## src/design/lwk_pkg.sv

```systemverilog
// Package for the longest-ones-with-k-flips block.
// Sizes, derived widths and the structs passed between the core and its cells.
// No dependencies.
package lwk_pkg;

    // sizing
    localparam int MAX_FLIPS = 64;
    localparam int POS_WIDTH = 16;
    localparam int CFG_W     = 7;
    localparam int OUT_W     = 16;

    // derived widths
    localparam int CNT_W = $clog2(MAX_FLIPS + 1);
    localparam int IDX_W = (MAX_FLIPS > 1) ? $clog2(MAX_FLIPS) : 1;
    localparam int K_W   = (CNT_W > CFG_W) ? CNT_W : CFG_W;

    typedef logic [POS_WIDTH-1:0] t_pos;
    typedef logic [POS_WIDTH:0]   t_pos_ext;
    typedef logic [CNT_W-1:0]     t_cnt;
    typedef logic [IDX_W-1:0]     t_idx;
    typedef logic [OUT_W-1:0]     t_len;

    // saturation limits
    localparam t_pos     POS_MAX = '1;
    localparam t_pos_ext LEN_MAX = (POS_WIDTH < OUT_W)
        ? t_pos_ext'((64'(1) << POS_WIDTH) - 64'(1))
        : t_pos_ext'((64'(1) << OUT_W) - 64'(1));

    // shared control for the row of zero-position cells
    typedef struct packed {
        logic pop;      // shift every entry one place towards the head
        t_pos new_pos;  // position written into the selected cell
    } t_cell_ctl;

    // window snapshot handed to the length stage
    typedef struct packed {
        t_pos     idx;
        t_pos_ext ws;
        logic     last;
    } t_win;

endpackage

```

## src/design/lwk_if.sv

```systemverilog
// Channel interfaces: bit stream in, results out, configuration writes.
// Depends on lwk_pkg for field widths.
interface lwk_in_if;
    logic valid;
    logic ready;
    logic bit_value;
    logic is_last;

    modport source (output valid, output bit_value, output is_last, input ready);
    modport sink   (input valid, input bit_value, input is_last, output ready);
endinterface

interface lwk_out_if;
    logic                     valid;
    logic                     ready;
    logic [lwk_pkg::OUT_W-1:0] window_length;
    logic [lwk_pkg::OUT_W-1:0] best_length;
    logic                     final_result;

    modport source (output valid, output window_length, output best_length,
                    output final_result, input ready);
    modport sink   (input valid, input window_length, input best_length,
                    input final_result, output ready);
endinterface

interface lwk_cfg_if;
    logic                      valid;
    logic                      ready;
    logic [lwk_pkg::CFG_W-1:0] max_flips;

    modport source (output valid, output max_flips, input ready);
    modport sink   (input valid, input max_flips, output ready);
endinterface

```

## src/design/lwk_cell.sv

```systemverilog
// One cell of the zero-position FIFO: holds one stored position.
// Shifts from its neighbour on a pop, or loads the new position when selected.
// Depends on lwk_pkg.
module lwk_cell (
    input  logic               i_clk,
    input  lwk_pkg::t_cell_ctl i_ctl,
    input  logic               i_load,
    input  lwk_pkg::t_pos      i_next,
    output lwk_pkg::t_pos      o_pos
);

    lwk_pkg::t_pos r_pos;
    lwk_pkg::t_pos n_pos;

    // load wins over shift; otherwise hold
    always_comb begin
        n_pos = r_pos;
        if (i_load) begin
            n_pos = i_ctl.new_pos;
        end else if (i_ctl.pop) begin
            n_pos = i_next;
        end
    end

    always_ff @(posedge i_clk) begin
        r_pos <= n_pos;
    end

    assign o_pos = r_pos;

endmodule

```

## src/design/lwk_len_stage.sv

```systemverilog
// Length stage: window length, running best and the output register.
// Depends on lwk_pkg.
module lwk_len_stage (
    input  logic          i_clk,
    input  logic          i_rst_n,
    input  logic          i_s1_valid,
    input  lwk_pkg::t_win i_s1,
    input  logic          i_out_ready,
    output logic          o_take,
    output logic          o_valid,
    output lwk_pkg::t_len o_window_length,
    output lwk_pkg::t_len o_best_length,
    output logic          o_final_result
);

    logic              r_valid;
    lwk_pkg::t_len     r_best;
    lwk_pkg::t_len     r_win_len;
    lwk_pkg::t_len     r_best_len;
    logic              r_final;

    lwk_pkg::t_pos_ext end_pos;
    lwk_pkg::t_pos_ext raw_len;
    lwk_pkg::t_len     len;
    lwk_pkg::t_len     n_best;
    logic              load;

    // output register frees up when empty or being read
    assign o_take = !r_valid || i_out_ready;
    assign load   = o_take && i_s1_valid;

    // length = idx + 1 - start, floored at zero and saturated
    always_comb begin
        end_pos = {1'b0, i_s1.idx} + lwk_pkg::t_pos_ext'(1);
        raw_len = (end_pos >= i_s1.ws) ? (end_pos - i_s1.ws) : '0;
        if (raw_len > lwk_pkg::LEN_MAX) begin
            raw_len = lwk_pkg::LEN_MAX;
        end
        len    = raw_len[lwk_pkg::OUT_W-1:0];
        n_best = (len > r_best) ? len : r_best;
    end

    // control: valid flag and running best (cleared after the last request)
    always_ff @(posedge i_clk) begin
        if (!i_rst_n) begin
            r_valid <= 1'b0;
            r_best  <= '0;
        end else begin
            if (o_take) begin
                r_valid <= i_s1_valid;
            end
            if (load) begin
                r_best <= i_s1.last ? '0 : n_best;
            end
        end
    end

    // payload
    always_ff @(posedge i_clk) begin
        if (load) begin
            r_win_len  <= len;
            r_best_len <= n_best;
            r_final    <= i_s1.last;
        end
    end

    assign o_valid         = r_valid;
    assign o_window_length = r_win_len;
    assign o_best_length   = r_best_len;
    assign o_final_result  = r_final;

endmodule

```

## src/design/longest_ones_with_k_flips_core.sv

```systemverilog
// Top level: longest run of ones allowing up to max_flips zeros (capped at MAX_FLIPS).
// Depends on lwk_pkg, lwk_if (interfaces), lwk_cell and lwk_len_stage.
//
//  channel   dir  handshake      payload
//  i_bit     in   valid/ready    bit_value, is_last
//  o_res     out  valid/ready    window_length, best_length, final_result
//  i_cfg     in   valid/ready    max_flips (always ready)
//
// One request accepted per clock unless the output stalls; it passes the stage register
// and output register. Window update and FIFO cells settle together, so a request can
// follow in the next cycle; the length subtract and best compare run in a second stage.
// A stalled output holds the result register, and ready falls back through both stages.
// Synchronous active-low reset clears the sequence state and sets max_flips to zero;
// FIFO cells are not cleared, only positions written in this sequence are read.
module longest_ones_with_k_flips_core (
    input  logic      i_clk,
    input  logic      i_rst_n,
    lwk_in_if.sink    i_bit,
    lwk_out_if.source o_res,
    lwk_cfg_if.sink   i_cfg
);

    // configuration
    logic [lwk_pkg::CFG_W-1:0] r_max_flips;

    // sequence state
    lwk_pkg::t_pos     r_pos;
    lwk_pkg::t_pos     n_pos;
    lwk_pkg::t_pos_ext r_ws;
    lwk_pkg::t_pos_ext n_ws;
    lwk_pkg::t_cnt     r_cnt;
    lwk_pkg::t_cnt     n_cnt;

    // stage register between update and length stage
    logic              r_s1_valid;
    lwk_pkg::t_win     r_s1;

    logic              take;
    logic              s1_en;
    logic              in_fire;

    logic [lwk_pkg::K_W-1:0] k_cfg;
    logic [lwk_pkg::K_W-1:0] k_eff;
    logic [lwk_pkg::K_W-1:0] cnt_ext;

    lwk_pkg::t_cell_ctl      ctl;
    logic                    wr_en;
    lwk_pkg::t_idx           wr_idx;
    logic [lwk_pkg::MAX_FLIPS-1:0] load;
    lwk_pkg::t_pos           cell_pos [lwk_pkg::MAX_FLIPS];
    lwk_pkg::t_pos           cell_next [lwk_pkg::MAX_FLIPS];

    // configuration write port
    assign i_cfg.ready = 1'b1;

    always_ff @(posedge i_clk) begin
        if (!i_rst_n) begin
            r_max_flips <= '0;
        end else if (i_cfg.valid) begin
            r_max_flips <= i_cfg.max_flips;
        end
    end

    // handshake chain
    assign s1_en       = !r_s1_valid || take;
    assign i_bit.ready = s1_en;
    assign in_fire     = i_bit.valid && s1_en;

    // effective k = min(max_flips, MAX_FLIPS)
    always_comb begin
        k_cfg   = lwk_pkg::K_W'(r_max_flips);
        k_eff   = (k_cfg < lwk_pkg::K_W'(lwk_pkg::MAX_FLIPS))
                ? k_cfg : lwk_pkg::K_W'(lwk_pkg::MAX_FLIPS);
        cnt_ext = lwk_pkg::K_W'(r_cnt);
    end

    // window update for the incoming bit
    always_comb begin
        n_pos       = r_pos;
        n_ws        = r_ws;
        n_cnt       = r_cnt;
        ctl.pop     = 1'b0;
        ctl.new_pos = r_pos;
        wr_en       = 1'b0;
        wr_idx      = lwk_pkg::IDX_W'(r_cnt);
        if (in_fire) begin
            if (!i_bit.bit_value) begin
                if (k_eff == '0) begin
                    // no zeros allowed: window restarts past this element
                    n_ws  = {1'b0, r_pos} + lwk_pkg::t_pos_ext'(1);
                    n_cnt = '0;
                end else if (cnt_ext >= k_eff) begin
                    // drop the oldest zero, append the new one in its slot count
                    n_ws    = {1'b0, cell_pos[0]} + lwk_pkg::t_pos_ext'(1);
                    ctl.pop = 1'b1;
                    wr_en   = 1'b1;
                    wr_idx  = lwk_pkg::IDX_W'(r_cnt - lwk_pkg::t_cnt'(1));
                end else begin
                    wr_en = 1'b1;
                    n_cnt = r_cnt + lwk_pkg::t_cnt'(1);
                end
            end
            n_pos = (r_pos < lwk_pkg::POS_MAX) ? r_pos + lwk_pkg::t_pos'(1) : r_pos;
        end
    end

    // sequence state, cleared after the last element
    always_ff @(posedge i_clk) begin
        if (!i_rst_n) begin
            r_pos <= '0;
            r_ws  <= '0;
            r_cnt <= '0;
        end else if (in_fire && i_bit.is_last) begin
            r_pos <= '0;
            r_ws  <= '0;
            r_cnt <= '0;
        end else begin
            r_pos <= n_pos;
            r_ws  <= n_ws;
            r_cnt <= n_cnt;
        end
    end

    // stage register
    always_ff @(posedge i_clk) begin
        if (!i_rst_n) begin
            r_s1_valid <= 1'b0;
        end else if (s1_en) begin
            r_s1_valid <= i_bit.valid;
        end
    end

    always_ff @(posedge i_clk) begin
        if (in_fire) begin
            r_s1.idx  <= r_pos;
            r_s1.ws   <= n_ws;
            r_s1.last <= i_bit.is_last;
        end
    end

    // row of zero-position cells, head at index 0
    genvar gi;
    generate
        for (gi = 0; gi < lwk_pkg::MAX_FLIPS; gi++) begin : g_cell
            assign load[gi] = wr_en && (wr_idx == lwk_pkg::IDX_W'(gi));
            if (gi == lwk_pkg::MAX_FLIPS - 1) begin : g_tail
                assign cell_next[gi] = ctl.new_pos;
            end else begin : g_mid
                assign cell_next[gi] = cell_pos[gi+1];
            end
            lwk_cell u_cell (
                .i_clk  (i_clk),
                .i_ctl  (ctl),
                .i_load (load[gi]),
                .i_next (cell_next[gi]),
                .o_pos  (cell_pos[gi])
            );
        end
    endgenerate

    // length stage and output register
    lwk_len_stage u_len (
        .i_clk           (i_clk),
        .i_rst_n         (i_rst_n),
        .i_s1_valid      (r_s1_valid),
        .i_s1            (r_s1),
        .i_out_ready     (o_res.ready),
        .o_take          (take),
        .o_valid         (o_res.valid),
        .o_window_length (o_res.window_length),
        .o_best_length   (o_res.best_length),
        .o_final_result  (o_res.final_result)
    );

endmodule
```

## src/flat_wrapper.sv

```systemverilog
// flat-port wrapper written by rule: the top's interface ports become plain ports
module longest_ones_with_k_flips_core_flat 
  (i_clk, i_rst_n, i_bit_valid, i_bit_bit_value, i_bit_is_last, i_bit_ready, o_res_valid, o_res_window_length, o_res_best_length, o_res_final_result, o_res_ready, i_cfg_valid, i_cfg_max_flips, i_cfg_ready);
  lwk_in_if i_bit_i ();
  lwk_out_if o_res_i ();
  lwk_cfg_if i_cfg_i ();
  input  logic i_clk;
  input  logic i_rst_n;
  input wire logic [$bits(i_bit_i.valid)-1:0] i_bit_valid;
  input wire logic [$bits(i_bit_i.bit_value)-1:0] i_bit_bit_value;
  input wire logic [$bits(i_bit_i.is_last)-1:0] i_bit_is_last;
  output wire logic [$bits(i_bit_i.ready)-1:0] i_bit_ready;
  output wire logic [$bits(o_res_i.valid)-1:0] o_res_valid;
  output wire logic [$bits(o_res_i.window_length)-1:0] o_res_window_length;
  output wire logic [$bits(o_res_i.best_length)-1:0] o_res_best_length;
  output wire logic [$bits(o_res_i.final_result)-1:0] o_res_final_result;
  input wire logic [$bits(o_res_i.ready)-1:0] o_res_ready;
  input wire logic [$bits(i_cfg_i.valid)-1:0] i_cfg_valid;
  input wire logic [$bits(i_cfg_i.max_flips)-1:0] i_cfg_max_flips;
  output wire logic [$bits(i_cfg_i.ready)-1:0] i_cfg_ready;
  assign i_bit_i.valid = i_bit_valid;
  assign i_bit_i.bit_value = i_bit_bit_value;
  assign i_bit_i.is_last = i_bit_is_last;
  assign i_bit_ready = i_bit_i.ready;
  assign o_res_valid = o_res_i.valid;
  assign o_res_window_length = o_res_i.window_length;
  assign o_res_best_length = o_res_i.best_length;
  assign o_res_final_result = o_res_i.final_result;
  assign o_res_i.ready = o_res_ready;
  assign i_cfg_i.valid = i_cfg_valid;
  assign i_cfg_i.max_flips = i_cfg_max_flips;
  assign i_cfg_ready = i_cfg_i.ready;
  longest_ones_with_k_flips_core u_core (.i_clk(i_clk), .i_rst_n(i_rst_n), .i_bit(i_bit_i), .o_res(o_res_i), .i_cfg(i_cfg_i));
endmodule
```

## config.mk

```make
export PLATFORM = sky130hd
export DESIGN_NAME = longest_ones_with_k_flips_core_flat
export DESIGN_NICKNAME = d
export VERILOG_FILES = /design/src/design/lwk_pkg.sv /design/src/design/lwk_if.sv /design/src/design/lwk_cell.sv /design/src/design/lwk_len_stage.sv /design/src/design/longest_ones_with_k_flips_core.sv /design/src/flat_wrapper.sv
export SDC_FILE = /design/constraint.sdc
export NUM_CORES = 1
export LEC_CHECK = 0
export BUFFER_PORTS_ARGS = -buffer_cell sky130_fd_sc_hd__buf_2
export CAP_MARGIN = 10
export CORE_UTILIZATION = 45
export DETAILED_ROUTE_END_ITERATION = 10
export PLACE_DENSITY_LB_ADDON = 0.05
export SETUP_SLACK_MARGIN = 0.3
export SYNTH_ARGS = -nofsm -noshare
export SYNTH_HDL_FRONTEND = slang
export SYNTH_HIERARCHICAL = 1
export SYNTH_SLANG_ARGS = --single-unit
```

## constraint.sdc

```tcl
create_clock -name i_clk -period 4.8 [get_ports i_clk]
set_input_delay 0.96 -clock i_clk [delete_from_list [all_inputs] [get_ports i_clk]]
set_output_delay 0.96 -clock i_clk [all_outputs]
set_load 0.05 [all_outputs]
```

==> results of run 1 <==
## layout make-up
| type | count | area [um^2] | area share [%] |
|---|---|---|---|
| flip-flops and latches | 1156 | 34100 | 55.1 |
| multi-input cells | 1807 | 19600 | 31.6 |
| clock buffers | 173 | 3610 | 5.84 |
| clock inverters | 62 | 503 | 0.812 |
| inverters | 51 | 191 | 0.309 |
| well taps | 1625 | 2030 | 3.28 |
| repair buffers | 249 | 1870 | 3.02 |
## per-stage QoR
stage	std cells	util [%]	power, mW
after global placement	4854	46.8	13.4
after detailed placement	4854	46.8	13.4
after floorplan	3184	-	12.9
final	5123	50.8	23.1
after global routing	5123	50.8	23.9
after CTS	5108	50.5	23.2
## layout by cell type, fill, tap and decap left out, types with 8 or more instances in the layout
| cell | count |
|---|---|
| dfxtp_4 | 16 |
| o21ai_0 | 15 |
| a31oi_1 | 10 |
| inv_1 | 48 |
| a21oi_1 | 32 |
| o22ai_1 | 10 |
| clkbuf_1 | 32 |
| buf_4 | 187 |
| dfxtp_1 | 49 |
| ha_1 | 39 |
| and2_1 | 9 |
| nand4_1 | 17 |
| a211oi_1 | 8 |
| nor3_2 | 33 |
| clkinv_2 | 15 |
| o22ai_2 | 8 |
| nand2b_1 | 14 |
| nand2_1 | 79 |
| clkbuf_16 | 139 |
| or2_1 | 62 |
| nor2_4 | 12 |
| mux2i_1 | 15 |
| nor2_2 | 27 |
| xnor2_1 | 34 |
| o21ai_2 | 13 |
| xor2_1 | 34 |
| nor2_1 | 84 |
| clkinv_1 | 31 |
| nor3_1 | 19 |
| nor2b_1 | 20 |
| mux2_2 | 448 |
| edfxtp_1 | 1091 |
| a22o_1 | 10 |
| mux2_4 | 576 |
| buf_2 | 48 |
| a21oi_2 | 10 |
| nand3_1 | 26 |
## registers in the layout, summed over array words and instances, names as in the netlist
| name | count |
|---|---|
| u_core/cnt_ext | 7 |
| u_core/g_cell.u_cell/o_pos | 1024 |
| u_core/k_cfg | 7 |
| u_core/r_pos | 16 |
| u_core/r_s1 | 34 |
| u_core/r_s1_valid | 1 |
| u_core/r_ws | 17 |
| u_core/u_len/o_best_length | 16 |
| u_core/u_len/o_final_result | 1 |
| u_core/u_len/o_valid | 1 |
| u_core/u_len/o_window_length | 16 |
| u_core/u_len/r_best | 16 |
## path summary, 6_finish.rpt
path                             to  slack (ns)  cells past startpoint
min                  u_core/r_s1[0]        0.43                      1
max reg2reg  u_core/u_len/r_best[7]       -0.03                     23
max          u_core/u_len/r_best[7]       -0.03                     23
min reg2reg  u_core/u_len/r_best[3]        0.46                      2
## power by group
part	internal (mW)	leakage (nW)	total, mW	switching (mW)
Clock	5.63	2.01	9.63	4.00
Sequential	11.5	10.5	11.6	0.122
Combinational	0.814	9.22	1.87	1.06
Total	17.9	21.8	23.1	5.19
## worst reg2reg max path, delay by kind of cell (launching register included)
family / cells / cell delay [ns]
simple gates: 14 / 2.50
buf+inv: 2 / 0.30
xor+xnor: 1 / 0.21
flops: 1 / 0.34
fa+ha+maj: 2 / 0.65
compound gates: 4 / 0.76
## layer usage
| layer | routed length (um) | track usage, % |
|---|---|---|
| met1 | 52900 | 25.2 |
| met2 | 53100 | 29.1 |
| met3 | 4710 | 3.63 |
| met4 | 2490 | 5.55 |
| met5 | 11 | 0 |
## logic make-up (layout without fill, tap and decap cells)
group / Yosys count / after routing / share of synthesized area, %
multiplexers: 1040 / 1040 / 25.1
AO/OA/AOI/OAI: 185 / 185 / 2.49
other: 1 / 1 / 0.00678
adder cells (fa/ha/maj): 46 / 46 / 1.05
AND/OR/NAND/NOR: 465 / 467 / 4.32
buffers and inverters: 223 / 535 / 4.36
flip-flops: 1156 / 1156 / 61.6
XOR/XNOR: 68 / 68 / 1.08
## repair_timing
| item | in CTS | in global routing |
|---|---|---|
| setup buffers | 18 | 11 |
| endpoints found under the hold margin | 0 | 0 |
| pin swaps | 28 | 16 |
| gates cloned | 1 | 3 |
| setup endpoints to repair | 32 | 355 |
| gates resized for setup | 36 | 52 |
==> results.py, run 1 <==
metrics = {
    "worst_setup_path": {
        "worstPathRequired_ns": 5.47,
        "slowest_stage": "or4_4",
        "startpoint": "u_core/r_s1[22]",
        "end_kind": "register",
        "path_buf_inv": 2,
        "worstPathCellList": "and3_4 -> and3_4 -> nand3_4 -> nor2_4 -> nand4_1 -> xnor2_1 -> ha_1 -> nand2_1 -> o211ai_1 -> buf_4 -> or3_4 -> nand3_4 -> nor3_4 -> buf_6 -> nor4_4 -> nor2_2 -> ha_1 -> nand3_4 -> nor4_4 -> a21bo_2 -> a31o_4 -> or4_4 -> o21ai_2",
        "cp_max_fo": 6,
        "start_kind": "register",
        "rr_startpoint": "u_core/r_s1[22]",
        "crit_top_cell": "nand3_4",
        "path_class": "register to register",
        "arrival_ns": 5.51,
        "max_stage_delay_ns": 0.58,
        "cp_top_family": "simple AND/OR/NAND/NOR gates",
    },
    "final_layout": {
        "antennaDiodeCount": 0,
        "finalInstanceArea_mm2": 0.0619,
        "area_delta_synth_final_pct": 12.0,
        "layout-drive-gt1-share_pct": 46.6,
        "fill_cells": 10000,
        "fin_nets": 3458,
    },
    "grt": {
        "grt_pass1_wl_um": 177000,
        "grt_max_degree": 73,
        "grt_pass1_vias": 29000,
        "antenna_found_initial": 4,
        "grt-ovfl-total": 0,
        "grt_use_total_pct": 18.3,
    },
    "run": {
        "cap_violations": 0,
    },
    "clocking": {
        "clk-insertion-delay-late_ns": 0.75,
        "path_clk_slew_ns": 0.06,
        "htreeDepth": 4,
        "cts_buffers": 133,
        "cts_tree": "built",
        "cts.sinks": 1156,
        "clockRootBuffer": "clkbuf_16",
        "clockBufferDepth": 3,
        "cts_hold_buffers": 0,
    },
    "synthesis": {
        "netlist-cell-type-count": 84,
        "syn_area_mm2": 0.0553,
        "synth_top_area_share_pct": 59.3,
        "synth_most_common_cell": "edfxtp_1",
        "syn_avg_cell_area_um2": 17.4,
        "synth_seq_cells": 1156,
        "yosys_most_used_dff": "edfxtp_1",
        "yosys_warnings": 6,
        "ys_async_sr_fraction_pct": 0,
        "ys_seq_area_share_pct": 61.6,
        "postSynthCellCount": 3184,
        "synth_edf_count": 1091,
        "synth_area_leaders": "edfxtp_1 (59%), mux2_4 (16%), mux2_2 (9.1%)",
        "syn-num-nets": 3244,
        "synthTopCellsByCount": "edfxtp_1 (1,091), mux2_4 (576), mux2_2 (448)",
        "yosysTopAreaCell": "edfxtp_1",
    },
    "power": {
        "p_leak_nw": 21.8,
        "irDropWorstVdd_mv": 0.360,
        "powerDensity_mw_per_mm2": 373,
    },
    "run_status": {
        "status": "complete, but fails checks",
        "failed_checks": "setup timing",
    },
    "die": {
        "dieArea_mm2": 0.124,
        "row_count": 128,
        "num_io_pins": 50,
        "die_x_um": 352,
        "start_util_pct": 45.4,
        "die_y_um": 352,
        "coreArea_mm2": 0.122,
    },
    "worst_hold_path": {
        "hp-class": "input pin to register",
        "worstHoldStart": "i_bit_is_last",
    },
    "route": {
        "wirelength_um": 113000,
        "drtIter0Drc": 1951,
        "dr.pass1.iters": 5,
        "dr_total_vias": 27600,
        "wl_per_cell_um": 22.1,
        "antenna_left": 0,
        "drc": 0,
        "via_per_inst": 5.39,
    },
    "timing": {
        "tightest_slew_ns": 1.20,
        "finalSetupTns_ns": -0.124,
        "skew_ns": 0.0246,
        "fin_crit_ns": 4.83,
        "final-hold-violation-count": 0,
        "worst_slack_ns": -0.0346,
        "fmax_ghz": 0.207,
        "setup_violations": 9,
        "period_share_pct": 101,
        "rsz0062_at_grt": "true",
        "report.final.slew_viol_count": 0,
        "hold_ws_ns": 0.433,
        "maxSlewHeadroom_pct": 17.9,
    },
    "placement": {
        "portBuffers": 48,
        "place_area_mm2": 0.0570,
        "gp_congestion": 0.840,
        "dpl.hpwl_um": 68800,
        "dp_slack_ns": -0.308,
    },
}
Power figures use the tool's default switching activity.
==> run 2: changes to the inputs <==
ABC_AREA = 1   (was not set)
==> run 2 against run 1 <==
The run now ends clean. Non-clock buffer count decreased by 40. Synthesized cell count increased by 76%. First-iteration DRC count increased by 45%. Critical path type unchanged. Critical path depth increased by 9. Clock skew increased by 0.0014 ns. Combinational power increased by 7%. Worst setup slack improved by 0.17 ns. Count of clock-buffer cells in the layout unchanged. Sequential power about the same. Clock power increased by 2.7%.
==> results.py, run 2 <==
metrics = {
    "run_status": {
        "status": "complete, no violations",
    },
    "grt": {
        "grt_max_degree": 60,
        "grt_use_total_pct": 21.7,
        "grt_use_met3_pct": 2.85,
        "grt.busiest_layer": "met2",
        "antenna_found_initial": 1,
        "grt_pass1_vias": 36000,
        "grt_util_met2_pct": 34.4,
        "met1_usage_pct": 30.9,
        "grt_pass1_wl_um": 212000,
        "grt-ovfl-total": 0,
    },
    "clocking": {
        "cts_hold_buffers": 0,
        "cts.sinks": 1156,
        "cts_tree": "built",
        "clk-insertion-delay-late_ns": 0.77,
        "path_clk_slew_ns": 0.06,
        "clockRootBuffer": "clkbuf_16",
        "htreeDepth": 4,
        "clockBufferDepth": 3,
        "cts_buffers": 134,
    },
    "final_layout": {
        "final_common_cell": "nand2_1",
        "fill_cells": 11200,
        "fin_nets": 5788,
        "final_cell_mix": "nand2_1 (3,033), edfxtp_1 (1,091), nand2_2 (372)",
        "largest_reg_flops": 1024,
        "finalInstanceArea_mm2": 0.0612,
        "antennaDiodeCount": 0,
        "area_delta_synth_final_pct": 9.93,
        "layout-drive-gt1-share_pct": 17.1,
    },
    "synthesis": {
        "synth_compound_area_share_pct": 1.36,
        "synth_top_area_share_pct": 58.9,
        "ys_async_sr_fraction_pct": 0,
        "synth_most_common_cell": "nand2_1",
        "ys_seq_area_share_pct": 61.2,
        "syn-num-nets": 5658,
        "syn_area_mm2": 0.0556,
        "synth_edf_count": 1091,
        "muxShareOfSynthArea_pct": 0,
        "synthTopCellsByCount": "nand2_1 (3,065), edfxtp_1 (1,091), nand2_2 (354)",
        "yosysTopAreaCell": "edfxtp_1",
        "netlist-cell-type-count": 52,
        "yosys_most_used_dff": "edfxtp_1",
        "synthAdderAreaFrac_pct": 1.05,
        "postSynthCellCount": 5598,
        "synth_top_family_by_area": "simple AND/OR/NAND/NOR gates",
        "synth-xor-area-share_pct": 0.735,
        "synth_seq_cells": 1156,
        "yosys_warnings": 6,
        "synth-simple-area-share_pct": 28.3,
        "synth_area_leaders": "edfxtp_1 (59%), nand2_1 (21%), nand2_2 (4.0%)",
        "syn_avg_cell_area_um2": 9.94,
    },
    "worst_setup_path": {
        "start_kind": "register",
        "worst_r2r_endpoint": "u_core/u_len/r_best[7]",
        "cp_max_fo": 8,
        "arrival_ns": 5.34,
        "cp_top_family": "simple AND/OR/NAND/NOR gates",
        "rr_startpoint": "u_core/r_s1[18]",
        "slowest_stage": "edfxtp_1",
        "worstPathRequired_ns": 5.47,
        "path_buf_inv": 5,
        "rrSetupSlack_ns": 0.14,
        "crit_top_cell": "nand2_2",
        "max_stage_delay_ns": 0.39,
        "end_kind": "register",
        "reg2regPathDepth": 32,
        "path_class": "register to register",
    },
    "worst_hold_path": {
        "hp-class": "register to register",
        "worstHoldStart": "u_core/u_len/r_best[11]",
        "hold_depth": 2,
        "hold_end": "u_core/u_len/r_best[11]",
    },
    "timing": {
        "final-hold-violation-count": 0,
        "worst_slack_ns": 0.136,
        "period_share_pct": 97.2,
        "fmax_ghz": 0.214,
        "tightest_slew_ns": 1.11,
        "fin_crit_ns": 4.66,
        "rsz0062_at_grt": "true",
        "skew_ns": 0.0260,
        "maxSlewHeadroom_pct": 25.9,
        "setup_violations": 0,
        "report.final.slew_viol_count": 0,
    },
    "die": {
        "start_util_pct": 45.5,
        "dieArea_mm2": 0.125,
        "coreArea_mm2": 0.122,
        "num_io_pins": 50,
        "die_y_um": 354,
        "die_x_um": 354,
        "row_count": 128,
    },
    "placement": {
        "dp_slack_ns": -0.0269,
        "gp_congestion": 0.838,
        "portBuffers": 48,
        "place_area_mm2": 0.0561,
        "dpl.hpwl_um": 84000,
    },
    "power": {
        "p_leak_nw": 25.4,
        "powerDensity_mw_per_mm2": 385,
        "irDropWorstVdd_mv": 0.369,
    },
    "run": {
        "cap_violations": 0,
    },
    "route": {
        "antenna_left": 0,
        "drtIter0Drc": 2831,
        "via_per_inst": 4.93,
        "wirelength_um": 135000,
        "drc": 0,
        "dr.pass1.iters": 6,
        "dr_total_vias": 36800,
        "wl_per_cell_um": 18.0,
    },
}
## run 2: cell count changes after synthesis, sizes merged, moves of 21 or more
cell and delta:
nor3 -37, nand3 +54, nor2 +22, buf +59, nand2 +3343, a21oi +40, nor2b -21, inv +182
mux2 -1024
## run 2: how the worst max path moves through the flow
stage	end	depth (start not counted)	start	slack, ns
after floorplan	u_core/u_len/o_best_length[11]	33	u_core/r_s1[18]	0.33
after global placement	u_core/u_len/o_best_length[15]	31	u_core/r_s1[18]	0.02
after detailed placement	u_core/u_len/o_best_length[2]	31	u_core/r_s1[18]	-0.03
after CTS	u_core/u_len/o_best_length[11]	31	u_core/r_s1[18]	0.16
after global routing	u_core/u_len/r_best[7]	32	u_core/r_s1[18]	-0.14
final	u_core/u_len/r_best[7]	32	u_core/r_s1[18]	0.14
## run 2: worst reg2reg max path: cells and delay by family, from the launching register on
family,cells,cell delay (ns)
compound gates,4,0.73
fa+ha+maj,3,0.77
flops,1,0.39
buf+inv,5,0.62
simple gates,20,2.08
## run 2: timing repair
item                                    4_1_cts  5_1_grt
setup buffers                                13       14
gates resized for setup                      55       70
cloned                                        3        1
endpoints found under the setup margin       32       32
pin swaps                                    22       46
## run 2: cells by family (layout without fill, tap and decap cells)
logic type / after synthesis / after routing
fa+ha+maj: 46 / 46
simple gates: 3774 / 3776
xor+xnor: 45 / 45
other cells: 1 / 1
flops: 1156 / 1156
compound gates: 125 / 125
buf+inv: 451 / 687
## run 2: metrics by stage
stage | instances | util (%) | power (mW) | setup TNS, ns | hold WS, ns
floorplan | 5598 | - | 13.0 | 0 | 0.427
global placement | 7186 | 45.9 | 13.6 | 0 | 0.454
detailed placement | 7186 | 45.9 | 13.6 | -0.0933 | 0.459
CTS | 7446 | 49.7 | 23.7 | 0 | 0.435
global route | 7461 | 50.0 | 24.4 | -2.78 | 0.463
finish | 7461 | 50.0 | 23.5 | 0 | 0.461
## run 2: power by group
part	total (mW)	internal, mW	switching [mW]
combinational	2.01	0.643	1.37
sequential	11.6	11.4	0.201
clock	9.89	5.76	4.13
## run 2: layout make-up
| cell class | count | area, um^2 | area share, % |
|---|---|---|---|
| clock buffer | 173 | 3620 | 5.91 |
| sequential | 1156 | 34100 | 55.8 |
| timing repair buffer | 209 | 1560 | 2.55 |
| timing repair inverter | 1 | 16.3 | 0.0266 |
| inverter | 233 | 1210 | 1.99 |
| multi-input combinational | 3993 | 18000 | 29.4 |
| tap | 1625 | 2030 | 3.32 |
| clock inverter | 71 | 592 | 0.968 |
## run 2: per-layer routing
metal | vias to the layer above | share of wire [%]
li1 | 18300 | -
met1 | 17500 | 48
met2 | 745 | 46
met3 | 193 | 4.1
met4 | 0 | 2.4
met5 | - | 0
==> run 3: changes to the inputs <==
MAX_ROUTING_LAYER = met4   (was not set)
REMOVE_ABC_BUFFERS = 1   (was not set)
==> run 3 against run 2 <==
Clock power decreased by 0.7%. Worst hold slack got worse by 0.029 ns. Critical endpoint is now u_core/u_len/r_best[3]. Clock skew increased by 0.0085 ns. First-iteration DRC count increased by 2.5%. Fmax increased by 1.7%. Global-route usage increased by 0.27 points. Worst setup slack improved by 0.076 ns. Sequential cell count unchanged. Via count about the same. Sequential power about the same. Routed wire length decreased by 1.7%. Highest routed layer unchanged.
==> results.py, run 3 (same netlist as run 2, synthesis figures left out) <==
metrics = {
    "run": {
        "cap_violations": 0,
    },
    "grt": {
        "grt_pass1_wl_um": 210000,
        "antenna_found_initial": 0,
        "grt_pass1_vias": 35700,
        "grt-ovfl-total": 0,
        "grt_use_total_pct": 22.0,
        "grt_max_degree": 60,
    },
    "route": {
        "antenna_left": 0,
        "via_per_inst": 4.92,
        "wl_per_cell_um": 17.7,
        "drc": 0,
        "wirelength_um": 132000,
        "dr_total_vias": 36700,
        "dr.pass1.iters": 6,
        "drtIter0Drc": 2903,
    },
    "worst_setup_path": {
        "max_stage_delay_ns": 0.36,
        "worstPathRequired_ns": 5.45,
        "arrival_ns": 5.24,
        "rrSetupSlack_ns": 0.21,
        "path_class": "register to register",
        "start_kind": "register",
        "end_kind": "register",
        "cp_max_fo": 6,
        "path_buf_inv": 6,
        "slowest_stage": "edfxtp_1",
        "crit_top_cell": "nand2_2",
        "cp_top_family": "simple AND/OR/NAND/NOR gates",
        "startpoint": "u_core/r_s1[19]",
        "rr_startpoint": "u_core/r_s1[19]",
    },
    "timing": {
        "final-hold-violation-count": 0,
        "setup_violations": 0,
        "finalSetupTns_ns": 0,
        "tightest_slew_ns": 1.14,
        "skew_ns": 0.0345,
        "hold_ws_ns": 0.433,
        "period_share_pct": 95.6,
        "maxSlewHeadroom_pct": 24.0,
        "rsz0062_at_grt": "true",
        "report.final.slew_viol_count": 0,
        "fin_crit_ns": 4.59,
        "fmax_ghz": 0.218,
    },
    "placement": {
        "dpl.hpwl_um": 83300,
        "gp_congestion": 0.840,
        "portBuffers": 48,
        "place_area_mm2": 0.0562,
    },
    "power": {
        "irDropWorstVdd_mv": 0.368,
        "p_leak_nw": 25.4,
        "powerDensity_mw_per_mm2": 384,
    },
    "clocking": {
        "clk-insertion-delay-late_ns": 0.77,
        "cts.sinks": 1156,
        "path_clk_slew_ns": 0.06,
        "cts_tree": "built",
        "clockRootBuffer": "clkbuf_16",
        "cts_buffers": 135,
        "htreeDepth": 4,
        "clockBufferDepth": 3,
    },
    "die": {
        "die_x_um": 354,
        "coreArea_mm2": 0.122,
        "die_y_um": 354,
        "dieArea_mm2": 0.125,
        "num_io_pins": 50,
        "start_util_pct": 45.5,
        "row_count": 128,
    },
    "final_layout": {
        "multi_input_comb_area_mm2": 0.0180,
        "seq_area_mm2": 0.0341,
        "area_delta_synth_final_pct": 10.1,
        "fin_util_pct": 50.1,
        "final_common_cell": "nand2_1",
        "fill_cells": 11200,
        "layout-drive-gt1-share_pct": 17.3,
        "fin_nets": 5799,
        "final_cell_mix": "nand2_1 (3,029), edfxtp_1 (1,091), nand2_2 (375)",
        "finalInstanceArea_mm2": 0.0612,
        "antennaDiodeCount": 0,
        "largest_reg_flops": 1024,
    },
    "run_status": {
        "status": "complete, no violations",
    },
    "worst_hold_path": {
        "worstHoldStart": "i_cfg_max_flips[0]",
        "hp-class": "input pin to register",
    },
}
[run 3: power breakdown]
part,switching [mW],internal (mW)
sequential,0.197,11.4
clock,4.15,5.67
combinational,1.40,0.668
[run 3: metrics by stage]
stage                     worst slack (ns)  instances  total power [mW]
after floorplan                    -0.0219       5380              12.9
final                                0.212       7473              23.5
after CTS                            0.114       7467              23.7
after global placement              -0.155       7203              13.6
after detailed placement            -0.184       7203              13.6
after global routing                -0.114       7473              24.4
[run 3: what timing repair did]
action                                  CTS  global route
resized for setup                        71            60
endpoints found under the setup margin   32            32
hold buffers                              0             0
gates cloned                              2             1
buffers inserted                         16             5
endpoints found under the hold margin     0             0
pin swaps                                35            55
[run 3: final timing paths]
| path | depth (start not counted) | end |
|---|---|---|
| worst max-delay path | 33 | u_core/u_len/r_best[3] |
| worst min-delay path | 3 | u_core/k_cfg[0] |
| worst min register to register | 2 | u_core/u_len/r_best[15] |
| worst max register to register | 33 | u_core/u_len/r_best[3] |
[run 3: area by class of cell]
class,instances,share of cell area [%]
Sequential cell,1156,55.7
Multi-Input combinational cell,3992,29.4
Clock buffer,173,5.83
Tap cell,1625,3.32
Timing Repair Buffer,220,2.66
Inverter,233,1.99
Clock inverter,73,1.07
Timing Repair inverter,1,0.0266
[run 3: worst min-delay path, stage by stage]
cell	delay, ns
buf_2	0.07
nor2_1	0.03
nor2_1	0.08
[run 3: per-layer routing]
layer  part of all wire, %  global-route usage, %  wire (um)  vias up
met3                   4.2                   3.06       5500      186
met4                   1.9                   5.34       2480        0
li1                      -                      -          -    18300
met5                     0                      -          0        -
met1                    48                   31.1      64000    17500
met2                    46                   33.5      60300      744
